==> src/sv/pts_pkg.sv <==
// ============================================================================
// pts_pkg: shared types and constants for the path to short name converter
// Holds the result record, the result kinds and the sizing of path state.
// ============================================================================
package pts_pkg;

    localparam int MAX_PARTS    = 16;
    localparam int BUFFER_BYTES = 256;

    localparam int CHAR_W   = 8;
    localparam int BASE_LEN = 8;
    localparam int EXT_LEN  = 3;
    localparam int BASE_W   = BASE_LEN * CHAR_W;
    localparam int EXT_W    = EXT_LEN * CHAR_W;
    localparam int BFILL_W  = $clog2(BASE_LEN + 1);
    localparam int EFILL_W  = $clog2(EXT_LEN + 1);
    localparam int PARTS_W  = $clog2(MAX_PARTS + 1);
    localparam int BYTES_W  = $clog2(BUFFER_BYTES);
    localparam int INDEX_W  = 4;
    localparam int TOTAL_W  = 5;

    localparam logic [CHAR_W-1:0] CHAR_NUL   = 8'd0;
    localparam logic [CHAR_W-1:0] CHAR_SEP   = 8'd47;
    localparam logic [CHAR_W-1:0] CHAR_DOT   = 8'd46;
    localparam logic [CHAR_W-1:0] CHAR_SPACE = 8'd32;
    localparam logic [CHAR_W-1:0] CASE_DIFF  = 8'd32;

    localparam logic [BASE_W-1:0] BASE_SPACES = {BASE_LEN{CHAR_SPACE}};
    localparam logic [EXT_W-1:0]  EXT_SPACES  = {EXT_LEN{CHAR_SPACE}};

    // result queue: room for the two results one byte can cause, plus slack
    localparam int QDEPTH  = 4;
    localparam int QPTR_W  = $clog2(QDEPTH);
    localparam int QCNT_W  = $clog2(QDEPTH + 1);

    typedef enum logic [1:0] {
        KIND_NAME   = 2'd0,
        KIND_END    = 2'd1,
        KIND_REJECT = 2'd2
    } kind_t;

    typedef struct packed {
        kind_t               kind;
        logic [BASE_W-1:0]   base_name;
        logic [EXT_W-1:0]    ext_name;
        logic [INDEX_W-1:0]  part_index;
        logic [TOTAL_W-1:0]  part_total;
        logic                last;
    } res_t;

    // up to two results written to the queue in one cycle
    typedef struct packed {
        logic [1:0] cnt;
        res_t       r0;
        res_t       r1;
    } push_t;

    function automatic res_t make_name(logic [BASE_W-1:0] base, logic [EXT_W-1:0] ext,
                                       logic [PARTS_W-1:0] parts, logic last);
        res_t               r;
        logic [PARTS_W-1:0] idx;
        idx          = (parts != '0) ? parts - PARTS_W'(1) : '0;
        r.kind       = KIND_NAME;
        r.base_name  = base;
        r.ext_name   = ext;
        r.part_index = INDEX_W'(idx);
        r.part_total = '0;
        r.last       = last;
        return r;
    endfunction

    function automatic res_t make_end(logic [PARTS_W-1:0] parts);
        res_t r;
        r            = '0;
        r.kind       = KIND_END;
        r.part_total = TOTAL_W'(parts);
        r.last       = 1'b1;
        return r;
    endfunction

    function automatic res_t make_reject();
        res_t r;
        r      = '0;
        r.kind = KIND_REJECT;
        r.last = 1'b1;
        return r;
    endfunction

endpackage

==> src/sv/path_to_short_names.sv <==
// A result is written into the result queue as its byte is taken and is offered on m_ once earlier results have left.
// Throughput: one byte per cycle; s_ready drops only while the four-entry result queue
// holds more than two results, so sustained rate follows the result drain of one per cycle.
// Reset: synchronous, active low; clears all path state and empties the result queue.
// A zero byte ends the path and returns the path state to its reset values.
// ============================================================================
// path_to_short_names: path to 8.3 short name converter
// Splits a byte stream path at slashes and packs each component as a base and extension.
// ============================================================================
module path_to_short_names (
    input  logic         aclk,
    input  logic         aresetn,
    input  logic         s_valid,
    output logic         s_ready,
    input  logic [7:0]   s_path_char,
    output logic         m_valid,
    input  logic         m_ready,
    output logic [1:0]   m_kind,
    output logic [63:0]  m_base_name,
    output logic [23:0]  m_ext_name,
    output logic [3:0]   m_part_index,
    output logic [4:0]   m_part_total,
    output logic         m_last
);

    logic                             in_part_reg,      in_part_next;
    logic                             seen_dot_reg,     seen_dot_next;
    logic [pts_pkg::BFILL_W-1:0]      base_fill_reg,    base_fill_next;
    logic [pts_pkg::EFILL_W-1:0]      ext_fill_reg,     ext_fill_next;
    logic [pts_pkg::BASE_W-1:0]       base_chars_reg,   base_chars_next;
    logic [pts_pkg::EXT_W-1:0]        ext_chars_reg,    ext_chars_next;
    logic [pts_pkg::PARTS_W-1:0]      parts_seen_reg,   parts_seen_next;
    logic [pts_pkg::BYTES_W-1:0]      bytes_stored_reg, bytes_stored_next;
    logic                             rejected_reg,     rejected_next;

    pts_pkg::push_t                   push;
    pts_pkg::res_t                    head;
    logic                             accept;
    logic [pts_pkg::CHAR_W-1:0]       up_char;

    assign accept  = s_valid && s_ready;
    assign up_char = (s_path_char inside {[8'd97:8'd122]}) ?
                     s_path_char - pts_pkg::CASE_DIFF : s_path_char;

    always_comb begin
        in_part_next      = in_part_reg;
        seen_dot_next     = seen_dot_reg;
        base_fill_next    = base_fill_reg;
        ext_fill_next     = ext_fill_reg;
        base_chars_next   = base_chars_reg;
        ext_chars_next    = ext_chars_reg;
        parts_seen_next   = parts_seen_reg;
        bytes_stored_next = bytes_stored_reg;
        rejected_next     = rejected_reg;
        push              = '0;

        if (accept) begin
            if (s_path_char == pts_pkg::CHAR_NUL) begin
                if (!rejected_reg) begin
                    if (in_part_reg) begin
                        push.cnt = 2'd2;
                        push.r0  = pts_pkg::make_name(base_chars_reg, ext_chars_reg,
                                                      parts_seen_reg, 1'b0);
                        push.r1  = pts_pkg::make_end(parts_seen_reg);
                    end else begin
                        push.cnt = 2'd1;
                        push.r0  = pts_pkg::make_end(parts_seen_reg);
                    end
                end
                in_part_next      = 1'b0;
                seen_dot_next     = 1'b0;
                base_fill_next    = '0;
                ext_fill_next     = '0;
                base_chars_next   = pts_pkg::BASE_SPACES;
                ext_chars_next    = pts_pkg::EXT_SPACES;
                parts_seen_next   = '0;
                bytes_stored_next = '0;
                rejected_next     = 1'b0;
            end else if (rejected_reg) begin
                // drop bytes until the path ends
            end else if (bytes_stored_reg >=
                         pts_pkg::BYTES_W'(pts_pkg::BUFFER_BYTES - 1)) begin
                rejected_next = 1'b1;
                push.cnt      = 2'd1;
                push.r0       = pts_pkg::make_reject();
            end else if (s_path_char == pts_pkg::CHAR_SEP) begin
                if (in_part_reg) begin
                    bytes_stored_next = bytes_stored_reg + pts_pkg::BYTES_W'(1);
                    in_part_next      = 1'b0;
                    push.cnt          = 2'd1;
                    push.r0           = pts_pkg::make_name(base_chars_reg, ext_chars_reg,
                                                           parts_seen_reg, 1'b1);
                    seen_dot_next     = 1'b0;
                    base_fill_next    = '0;
                    ext_fill_next     = '0;
                    base_chars_next   = pts_pkg::BASE_SPACES;
                    ext_chars_next    = pts_pkg::EXT_SPACES;
                end
            end else if (!in_part_reg &&
                         parts_seen_reg >= pts_pkg::PARTS_W'(pts_pkg::MAX_PARTS)) begin
                rejected_next = 1'b1;
                push.cnt      = 2'd1;
                push.r0       = pts_pkg::make_reject();
            end else begin
                // start a fresh component name on its first character
                if (!in_part_reg) begin
                    parts_seen_next = parts_seen_reg + pts_pkg::PARTS_W'(1);
                    in_part_next    = 1'b1;
                    seen_dot_next   = 1'b0;
                    base_fill_next  = '0;
                    ext_fill_next   = '0;
                    base_chars_next = pts_pkg::BASE_SPACES;
                    ext_chars_next  = pts_pkg::EXT_SPACES;
                end
                bytes_stored_next = bytes_stored_reg + pts_pkg::BYTES_W'(1);

                if (!seen_dot_next) begin
                    if (s_path_char == pts_pkg::CHAR_DOT) begin
                        seen_dot_next = 1'b1;
                    end else if (base_fill_next <
                                 pts_pkg::BFILL_W'(pts_pkg::BASE_LEN)) begin
                        for (int i = 0; i < pts_pkg::BASE_LEN; i++) begin
                            if (base_fill_next == pts_pkg::BFILL_W'(i)) begin
                                base_chars_next[(pts_pkg::BASE_LEN-1-i)*pts_pkg::CHAR_W
                                                +: pts_pkg::CHAR_W] = up_char;
                            end
                        end
                        base_fill_next = base_fill_next + pts_pkg::BFILL_W'(1);
                    end
                end else if (ext_fill_next < pts_pkg::EFILL_W'(pts_pkg::EXT_LEN)) begin
                    for (int i = 0; i < pts_pkg::EXT_LEN; i++) begin
                        if (ext_fill_next == pts_pkg::EFILL_W'(i)) begin
                            ext_chars_next[(pts_pkg::EXT_LEN-1-i)*pts_pkg::CHAR_W
                                           +: pts_pkg::CHAR_W] = up_char;
                        end
                    end
                    ext_fill_next = ext_fill_next + pts_pkg::EFILL_W'(1);
                end
            end
        end
    end

    always_ff @(posedge aclk) begin
        if (!aresetn) begin
            in_part_reg      <= 1'b0;
            seen_dot_reg     <= 1'b0;
            base_fill_reg    <= '0;
            ext_fill_reg     <= '0;
            base_chars_reg   <= pts_pkg::BASE_SPACES;
            ext_chars_reg    <= pts_pkg::EXT_SPACES;
            parts_seen_reg   <= '0;
            bytes_stored_reg <= '0;
            rejected_reg     <= 1'b0;
        end else begin
            in_part_reg      <= in_part_next;
            seen_dot_reg     <= seen_dot_next;
            base_fill_reg    <= base_fill_next;
            ext_fill_reg     <= ext_fill_next;
            base_chars_reg   <= base_chars_next;
            ext_chars_reg    <= ext_chars_next;
            parts_seen_reg   <= parts_seen_next;
            bytes_stored_reg <= bytes_stored_next;
            rejected_reg     <= rejected_next;
        end
    end

    pts_queue u_queue (
        .aclk     (aclk),
        .aresetn  (aresetn),
        .push     (push),
        .space_ok (s_ready),
        .m_valid  (m_valid),
        .m_ready  (m_ready),
        .head     (head)
    );

    assign m_kind       = head.kind;
    assign m_base_name  = head.base_name;
    assign m_ext_name   = head.ext_name;
    assign m_part_index = head.part_index;
    assign m_part_total = head.part_total;
    assign m_last       = head.last;

    a_base_fill: assert property (@(posedge aclk) disable iff (!aresetn)
        base_fill_reg <= pts_pkg::BFILL_W'(pts_pkg::BASE_LEN))
        else $error("base fill past eight characters");

    a_budget: assert property (@(posedge aclk) disable iff (!aresetn)
        bytes_stored_reg <= pts_pkg::BYTES_W'(pts_pkg::BUFFER_BYTES - 1))
        else $error("byte budget exceeded");

    a_parts: assert property (@(posedge aclk) disable iff (!aresetn)
        parts_seen_reg <= pts_pkg::PARTS_W'(pts_pkg::MAX_PARTS))
        else $error("part count past limit");

    a_end_clears: assert property (@(posedge aclk) disable iff (!aresetn)
        (accept && s_path_char == pts_pkg::CHAR_NUL) |=>
        (parts_seen_reg == '0 && !rejected_reg && !in_part_reg))
        else $error("path state not cleared at end of path");

    a_final_last: assert property (@(posedge aclk) disable iff (!aresetn)
        (m_valid && m_kind != pts_pkg::KIND_NAME) |-> m_last)
        else $error("end or reject beat without last");

endmodule

==> src/sv/pts_queue.sv <==
// ============================================================================
// pts_queue: result queue
// Takes zero, one or two results a cycle and hands them out one beat at a time.
// ============================================================================
module pts_queue (
    input  logic              aclk,
    input  logic              aresetn,
    input  pts_pkg::push_t    push,
    output logic              space_ok,
    output logic              m_valid,
    input  logic              m_ready,
    output pts_pkg::res_t     head
);

    pts_pkg::res_t                  mem_reg [pts_pkg::QDEPTH];
    logic [pts_pkg::QPTR_W-1:0]     wr_ptr_reg, wr_ptr_next;
    logic [pts_pkg::QPTR_W-1:0]     rd_ptr_reg, rd_ptr_next;
    logic [pts_pkg::QCNT_W-1:0]     count_reg, count_next;
    logic                           pop;

    assign pop      = m_valid && m_ready;
    assign m_valid  = (count_reg != '0);
    assign head     = mem_reg[rd_ptr_reg];
    assign space_ok = (count_reg <= pts_pkg::QCNT_W'(pts_pkg::QDEPTH - 2));

    always_comb begin
        wr_ptr_next = wr_ptr_reg + pts_pkg::QPTR_W'(push.cnt);
        rd_ptr_next = rd_ptr_reg + pts_pkg::QPTR_W'(pop);
        count_next  = count_reg + pts_pkg::QCNT_W'(push.cnt) - pts_pkg::QCNT_W'(pop);
    end

    always_ff @(posedge aclk) begin
        if (!aresetn) begin
            wr_ptr_reg <= '0;
            rd_ptr_reg <= '0;
            count_reg  <= '0;
        end else begin
            wr_ptr_reg <= wr_ptr_next;
            rd_ptr_reg <= rd_ptr_next;
            count_reg  <= count_next;
        end
    end

    always_ff @(posedge aclk) begin
        if (push.cnt != 2'd0) begin
            mem_reg[wr_ptr_reg] <= push.r0;
        end
        if (push.cnt == 2'd2) begin
            mem_reg[wr_ptr_reg + pts_pkg::QPTR_W'(1)] <= push.r1;
        end
    end

    a_count_bound: assert property (@(posedge aclk) disable iff (!aresetn)
        count_reg <= pts_pkg::QCNT_W'(pts_pkg::QDEPTH))
        else $error("result queue overfilled");

    a_push_fits: assert property (@(posedge aclk) disable iff (!aresetn)
        (push.cnt != 2'd0) |-> space_ok)
        else $error("results written without room");

    a_no_pop_empty: assert property (@(posedge aclk) disable iff (!aresetn)
        (count_reg == '0) |=> (count_reg <= pts_pkg::QCNT_W'(2)))
        else $error("queue count jumped from empty");

endmodule
==> config.mk <==
export PLATFORM = sky130hd
export DESIGN_NAME = path_to_short_names
export DESIGN_NICKNAME = d
export VERILOG_FILES = /design/src/sv/pts_pkg.sv /design/src/sv/path_to_short_names.sv /design/src/sv/pts_queue.sv
export SDC_FILE = /design/constraint.sdc
export NUM_CORES = 1
export LEC_CHECK = 0
export BUFFER_PORTS_ARGS = -buffer_cell sky130_fd_sc_hd__buf_2
export CAP_MARGIN = 15
export CELL_PAD_IN_SITES_DETAIL_PLACEMENT = 0
export CELL_PAD_IN_SITES_GLOBAL_PLACEMENT = 1
export CORE_MARGIN = 10
export CORE_UTILIZATION = 51
export CTS_CLUSTER_DIAMETER = 120
export DETAILED_ROUTE_END_ITERATION = 8
export MAX_ROUTING_LAYER = met4
export PLACE_DENSITY_LB_ADDON = 0.12
export SKIP_LAST_GASP = 1
export SLEW_MARGIN = 10
export SYNTH_ARGS = -nofsm -noshare
export SYNTH_HDL_FRONTEND = slang
export SYNTH_SLANG_ARGS = --single-unit
export TNS_END_PERCENT = 30
==> constraint.sdc <==
create_clock -name aclk -period 4.6 [get_ports aclk]
set_input_delay 0.46 -clock aclk [delete_from_list [all_inputs] [get_ports aclk]]
set_output_delay 0.46 -clock aclk [all_outputs]
set_load 0.02 [all_outputs]
Word level (Yosys, flattened, before mapping)

Memory sizes are Yosys's and may differ from the RTL's. A register that Yosys moved wholly into a read port is not among the register bits.
Index checks and enable logic that the tools add are counted.

Memories: 1
Memory bits (writable): 400
Input bits: 12
Logic and storage cells: 180
Flip-flop bits (word level): 117

Reduce and logical (&&, ||, !) cells: 14
$add $sub $neg: 11
Order comparisons: 7
Equal/unequal tests: 19
Muxes and demuxes: 116

Memory list:

| memory          | words | bits a word | read ports | clocked after memory_dff | write ports | line            | RTL |
|---|---|---|---|---|---|---|---|
| u_queue.mem_reg | 4     | 100         | 1          | 1                        | 2           | pts_queue.sv:15 | `pts_pkg::res_t mem_reg [pts_pkg::QDEPTH];` |

Operator list:

| operator                                             | count |
|---|---|
| two-way mux 64 bit                                   | 10 |
| two-way mux 102 bit                                  | 5 |
| two-way mux 202 bit                                  | 2 |
| two-way mux 24 bit                                   | 9 |
| two-way mux 101 bit                                  | 2 |
| two-way mux 8 bit                                    | 18 |
| two-way mux 100 bit                                  | 1 |
| two-way mux 99 bit                                   | 1 |
| two-way mux 4 bit                                    | 17 |
| two-way mux 2 bit                                    | 16 |
| two-way mux 5 bit                                    | 6 |
| two-way mux 1 bit                                    | 29 |
| == test 4 x 3 -> 1 bit (second input constant)       | 4 |
| == test 8 x 6 -> 1 bit (second input constant)       | 2 |
| adder 8 x 1 -> 8 bit (second input constant)         | 1 |
| == test 4 x 2 -> 1 bit (second input constant)       | 2 |
| >= comparator 8 x 7 -> 1 bit (second input constant) | 1 |
| >= comparator 8 bit (second input constant)          | 1 |
| <= comparator 8 x 7 -> 1 bit (second input constant) | 1 |
| logical NOT 8 bit                                    | 1 |
| subtractor 8 x 6 -> 8 bit (second input constant)    | 1 |
| != test 2 bit (second input constant)                | 3 |
| != test 3 bit (second input constant)                | 2 |
| AND reduction 6 bit                                  | 1 |
| 25 further kinds                                     | 31 |

Depth between registers and ports, before layout

Depth after elaboration: 18
Depth in mapped cells: 13
Depth with buffers taken out: 11

Cells and area by module

From an unflattened synthesis, not the netlist that was laid out.

Cell total of the unflattened synthesis: 1809
Area, all modules: 25941.1 um^2

Modules (own cells, without submodules):

| module              | seq. area each (um^2) | times used | cells each | area an instance (um^2) |
|---|---|---|---|---|
| pts_queue           | 12151.7               | 1          | 1012       | 19755.2 |
| path_to_short_names | 2202.1                | 1          | 797        | 6185.9 |

Worst setup path after synthesis

Ideal clock, no wire load.

Path kind: input -> register
Start point: in s_path_char[2]
End point: mem u_queue.mem_reg[2][0] (netlist name), enable pin
Setup time: 0.323 ns
Required time: 4.277 ns
Data arrival time: 2.727 ns
Stages on the path: 10
Buffers on the path: 5
Path slack: 1.549 ns
Cells stage by stage: buf_2 -> or4_1 -> buf_2 -> or3_1 -> buf_2 -> nor2_1 -> nand2_1 -> clkbuf_1 -> clkbuf_1 -> nand2_1

RTL lines:

| element     | line                      | RTL |
|---|---|---|
| from (decl) | path_to_short_names.sv:15 | `input logic [7:0] s_path_char,` |
| to (decl)   | pts_queue.sv:15           |  |

Worst setup path in the final report

Start point: reg u_queue.count_reg[1] (netlist name)
End point: reg base_chars_reg[62] (netlist name)

Cells in the longest elaborated chain, start to end: 3

RTL lines:

| element                              | line                       | RTL |
|---|---|---|
| from (decl)                          | pts_queue.sv:18            | `logic [pts_pkg::QCNT_W-1:0] count_reg, count_next;` |
| from (signal assigned)               | pts_queue.sv:40            | `count_reg <= count_next;` |
| <= comparator 3 x 2 -> 1 bit         | pts_queue.sv:24            | `assign space_ok = (count_reg <= pts_pkg::QCNT_W'(pts_pkg::QDEPTH - 2));` |
| logical AND 1 bit                    | path_to_short_names.sv:41  | `assign accept = s_valid && s_ready;` |
| AND reduction 5 bit (no source line) | n/a                        |  |
| to (signal assigned)                 | path_to_short_names.sv:149 | `base_chars_reg <= pts_pkg::BASE_SPACES;` |
| to (signal assigned)                 | path_to_short_names.sv:159 | `base_chars_reg <= base_chars_next;` |
| to (decl)                            | path_to_short_names.sv:30  | `logic [pts_pkg::BASE_W-1:0] base_chars_reg, base_chars_next;` |

Every way passes these cells.
A chain may end at the register's enable or synchronous reset.

==> impl_results.md <==
* Crit-path max FO at 13
* Fin. max-slew vios at 0
* Number of flops mapped to enable cells by yosys at 28
* Area share of the largest cell type after synthesis at 0.429
* Syn Inst Count at 2603
* CTS-repair resized insts at 0
* CTS buffer count at between 50 and 60
* Vias at around 20000
* MaxCap Viol Count at 0
* RSZ-0062 raised after global routing: no
* CP arrival at a little under 4 ns
* Ys async rst share at 0
* Skew final at 0.0283 ns
* Ys flop type: dfxtp_1
* CTS root buffer: clkbuf_16
* Syn Area/Cell at 8.76 um2
* Crit path launch: u_queue.count_reg[1]
* Critical Path Start Type: flop
* DRT antenna net count at 0
* Power Dens Cells at between 400 and 500 nW/um2
* Post-Synthesis Cell Area at 22800 um2
* Clock latency on the worst-skew pair at ~0.61 ns
* CTS tree: done
* Initial antenna violation count at 0
* Final Critical Period at 3.38 ns
* Worst hold path class: primary input to flop
* Reg-to-reg endpoint: base_chars_reg[62]
* Area Overhead vs Synth at 12.1%
* Chip Width at 231 um
* Sequential area share after synthesis at 0.466
* CP required at approximately 5.1 ns
* #FFs+latches synth at 517
* DRC viols at 0
* Die Y at about 230 um
* Routed vias/inst at 6.25
* Final WS setup at between 1 and 1.5 ns
* Yosys warns at 0
* Core ar. at 44200 um2
* Placed Area at 23700 um2
* Leakage Power at 0.00974 uW
* TritonRoute pass-1 iters at 5
* Max Clock Freq at between 200 and 300 MHz
* Buffers on Ports at 113
* Largest net degree at the start of global routing at around 110
* Die footprint at approximately 54000 um2
* First-iteration detailed-routing DRC count at 2138
* Hold Path Sink: rejected_reg
* Placed insts at 3117
* Critical path class: flop to flop
* Final std cells w/o fill at 3214
* Hold Crit Start: s_valid
* Mapped Nets at 2630
* Clk sinks at 517
* Vias in the first global route at ~19000
* Hold-fix buffers at CTS at 0
* Hold path cells at 3
* Peak supply drop at 0.000408 V
* Setup TNS at 0 ns
* Final setup violating endpoints at 0
* R2R cell count at 8
* Minimum setup slack after placement at 0.954 ns
* Setup Fix Bufs, Post-CTS at 0
* DRT Wirelength at ~74000 um
* Status: finished clean
* Worst r2r src: u_queue.count_reg[1]
* # rows at 77
* Top cell type by total area after synthesis: dfxtp_1
* Slew HR at 0.213
* Grt total ovfl at 0
* Number of fill cells in the layout at 3918
* Fin crit share at 0.734
* First-pass GRT wire length at 115000 um
* Layout cell share with drive strength beyond 1 at 0.146
* Final Wtd Congestion at 0.963
* DP Wirelength at 45200 um
* Clk buf depth at 3
* Worst-margin pin slew at approximately 1.2 ns
* Count of cell types in the netlist at 65
* Final hold violations at 0
* Drt wl/cell at between 20 and 25 um
* Synth top area cells: dfxtp_1 (43%), nand3_1 (13%), mux4_2 (9.9%)
* CTS clk-pin slew, worst paths at approximately 0.060 ns
* GRT Total Usage at 0.279
* Max reg flops at 400
* Critical path capture point type: flop
* Boundary Pins at approximately 110
* Nets@finish at 2608
* Initial core utilization at 0.516
* Fin area at 25600 um2
* Flop2flop setup slack at between 1 and 1.5 ns
* H-tree depth at 2
[cells in the mapped netlist (8+ instances only)]
cell type and number:
or3_1 15, nand3_1 582, nand2_1 450, a21oi_1 38, ha_1 14, o21ai_0 218, dfxtp_1 489, inv_1 35
edfxtp_1 28, clkbuf_1 185, and2_1 27, nor2b_1 33, and3_1 10, a31oi_1 9, a21boi_0 16, a22oi_1 30
buf_2 25, o21ai_1 22, xnor2_1 8, a21o_1 9, buf_1 35, nor3_1 27, nand4_1 14, mux4_2 100
o2bb2ai_1 12, o211ai_1 14, nor2_1 42, o31ai_1 9, a32o_1 8
[kinds of logic (layout without fill, tap and decap cells)]
family | count (synthesis) | after routing | synth area share
AO/OA/AOI/OAI | 441 | 441 | 0.118
XOR/XNOR | 12 | 12 | 0.00461
adder cells (fa/ha/maj) | 15 | 15 | 0.00856
buffers and inverters | 284 | 299 | 0.0495
flip-flops | 517 | 517 | 0.466
multiplexers | 106 | 106 | 0.102
other | 0 | 4 | 0
AND/OR/NAND/NOR | 1228 | 1228 | 0.251
[layout make-up]
cell class                      count  area (um2)  area share
Antenna cell                        4        10.0    0.000392
Clock inverter                     14         255     0.00998
Sequential cell                   517       10600       0.416
Tap cell                          592         741      0.0290
Timing Repair Buffer              171        1070      0.0420
Clock buffer                       79        1570      0.0613
Multi-Input combinational cell   1802       11100       0.436
Inverter                           35         131     0.00514
[placed cells by master, fill, tap and decap left out, drive strengths merged, types with 15 or more instances in the layout]
master,netlist,final
nor2,43,43
or3,15,15
o21ai,240,240
and2,28,28
nand3,582,582
a22oi,30,30
buf,64,171
edfxtp,28,28
nand2,450,450
nor2b,33,33
dfxtp,489,489
inv,35,36
a21boi,16,16
a21oi,38,38
mux4,100,100
clkbuf,185,79
nor3,28,28
[where the power goes]
group	switching (uW)	total, uW	internal [uW]
Sequential	212	4780	4570
Combinational	735	1220	485
Clock	1820	4550	2730
Total	2760	10600	7790
[how the worst max path moves through the flow]
stage | endpoint | slack, ns
global route | base_chars_reg[62] | 1.05
detailed placement | u_queue.mem_reg[3][57] | 0.95
CTS | m_base_name[39] | 1.19
floorplan | u_queue.mem_reg[2][0] | 1.55
finish | base_chars_reg[62] | 1.22
global placement | u_queue.mem_reg[3][39] | 1.01
[layer usage]
layer,share of wire,track usage,vias to the layer above
li1,-,-,9259
met1,0.43,0.367,9915
met2,0.47,0.435,795
met3,0.073,0.0421,125
met4,0.027,0.0894,0
met5,0,-,-
[stage by stage]
step	utilization	total power [uW]	hold slack (ns)
2_1_floorplan	-	5640	0.425
3_3_place_gp	0.537	6080	0.431
3_5_place_dp	0.537	6090	0.441
4_1_cts	0.578	10600	0.238
5_1_grt	0.578	10900	0.254
6_report	0.578	10600	0.277
[worst max-delay path: stages, from the launching register on]
cell and delay (ns):
dfxtp_1 0.32, a21o_1 0.26, inv_1 0.28, nand3_1 0.49
nor3_1 0.60, buf_4 0.27, nand2_1 0.35, o31ai_1 0.59
o2bb2ai_1 0.16
No activity file was read; power rests on OpenSTA's default activity.
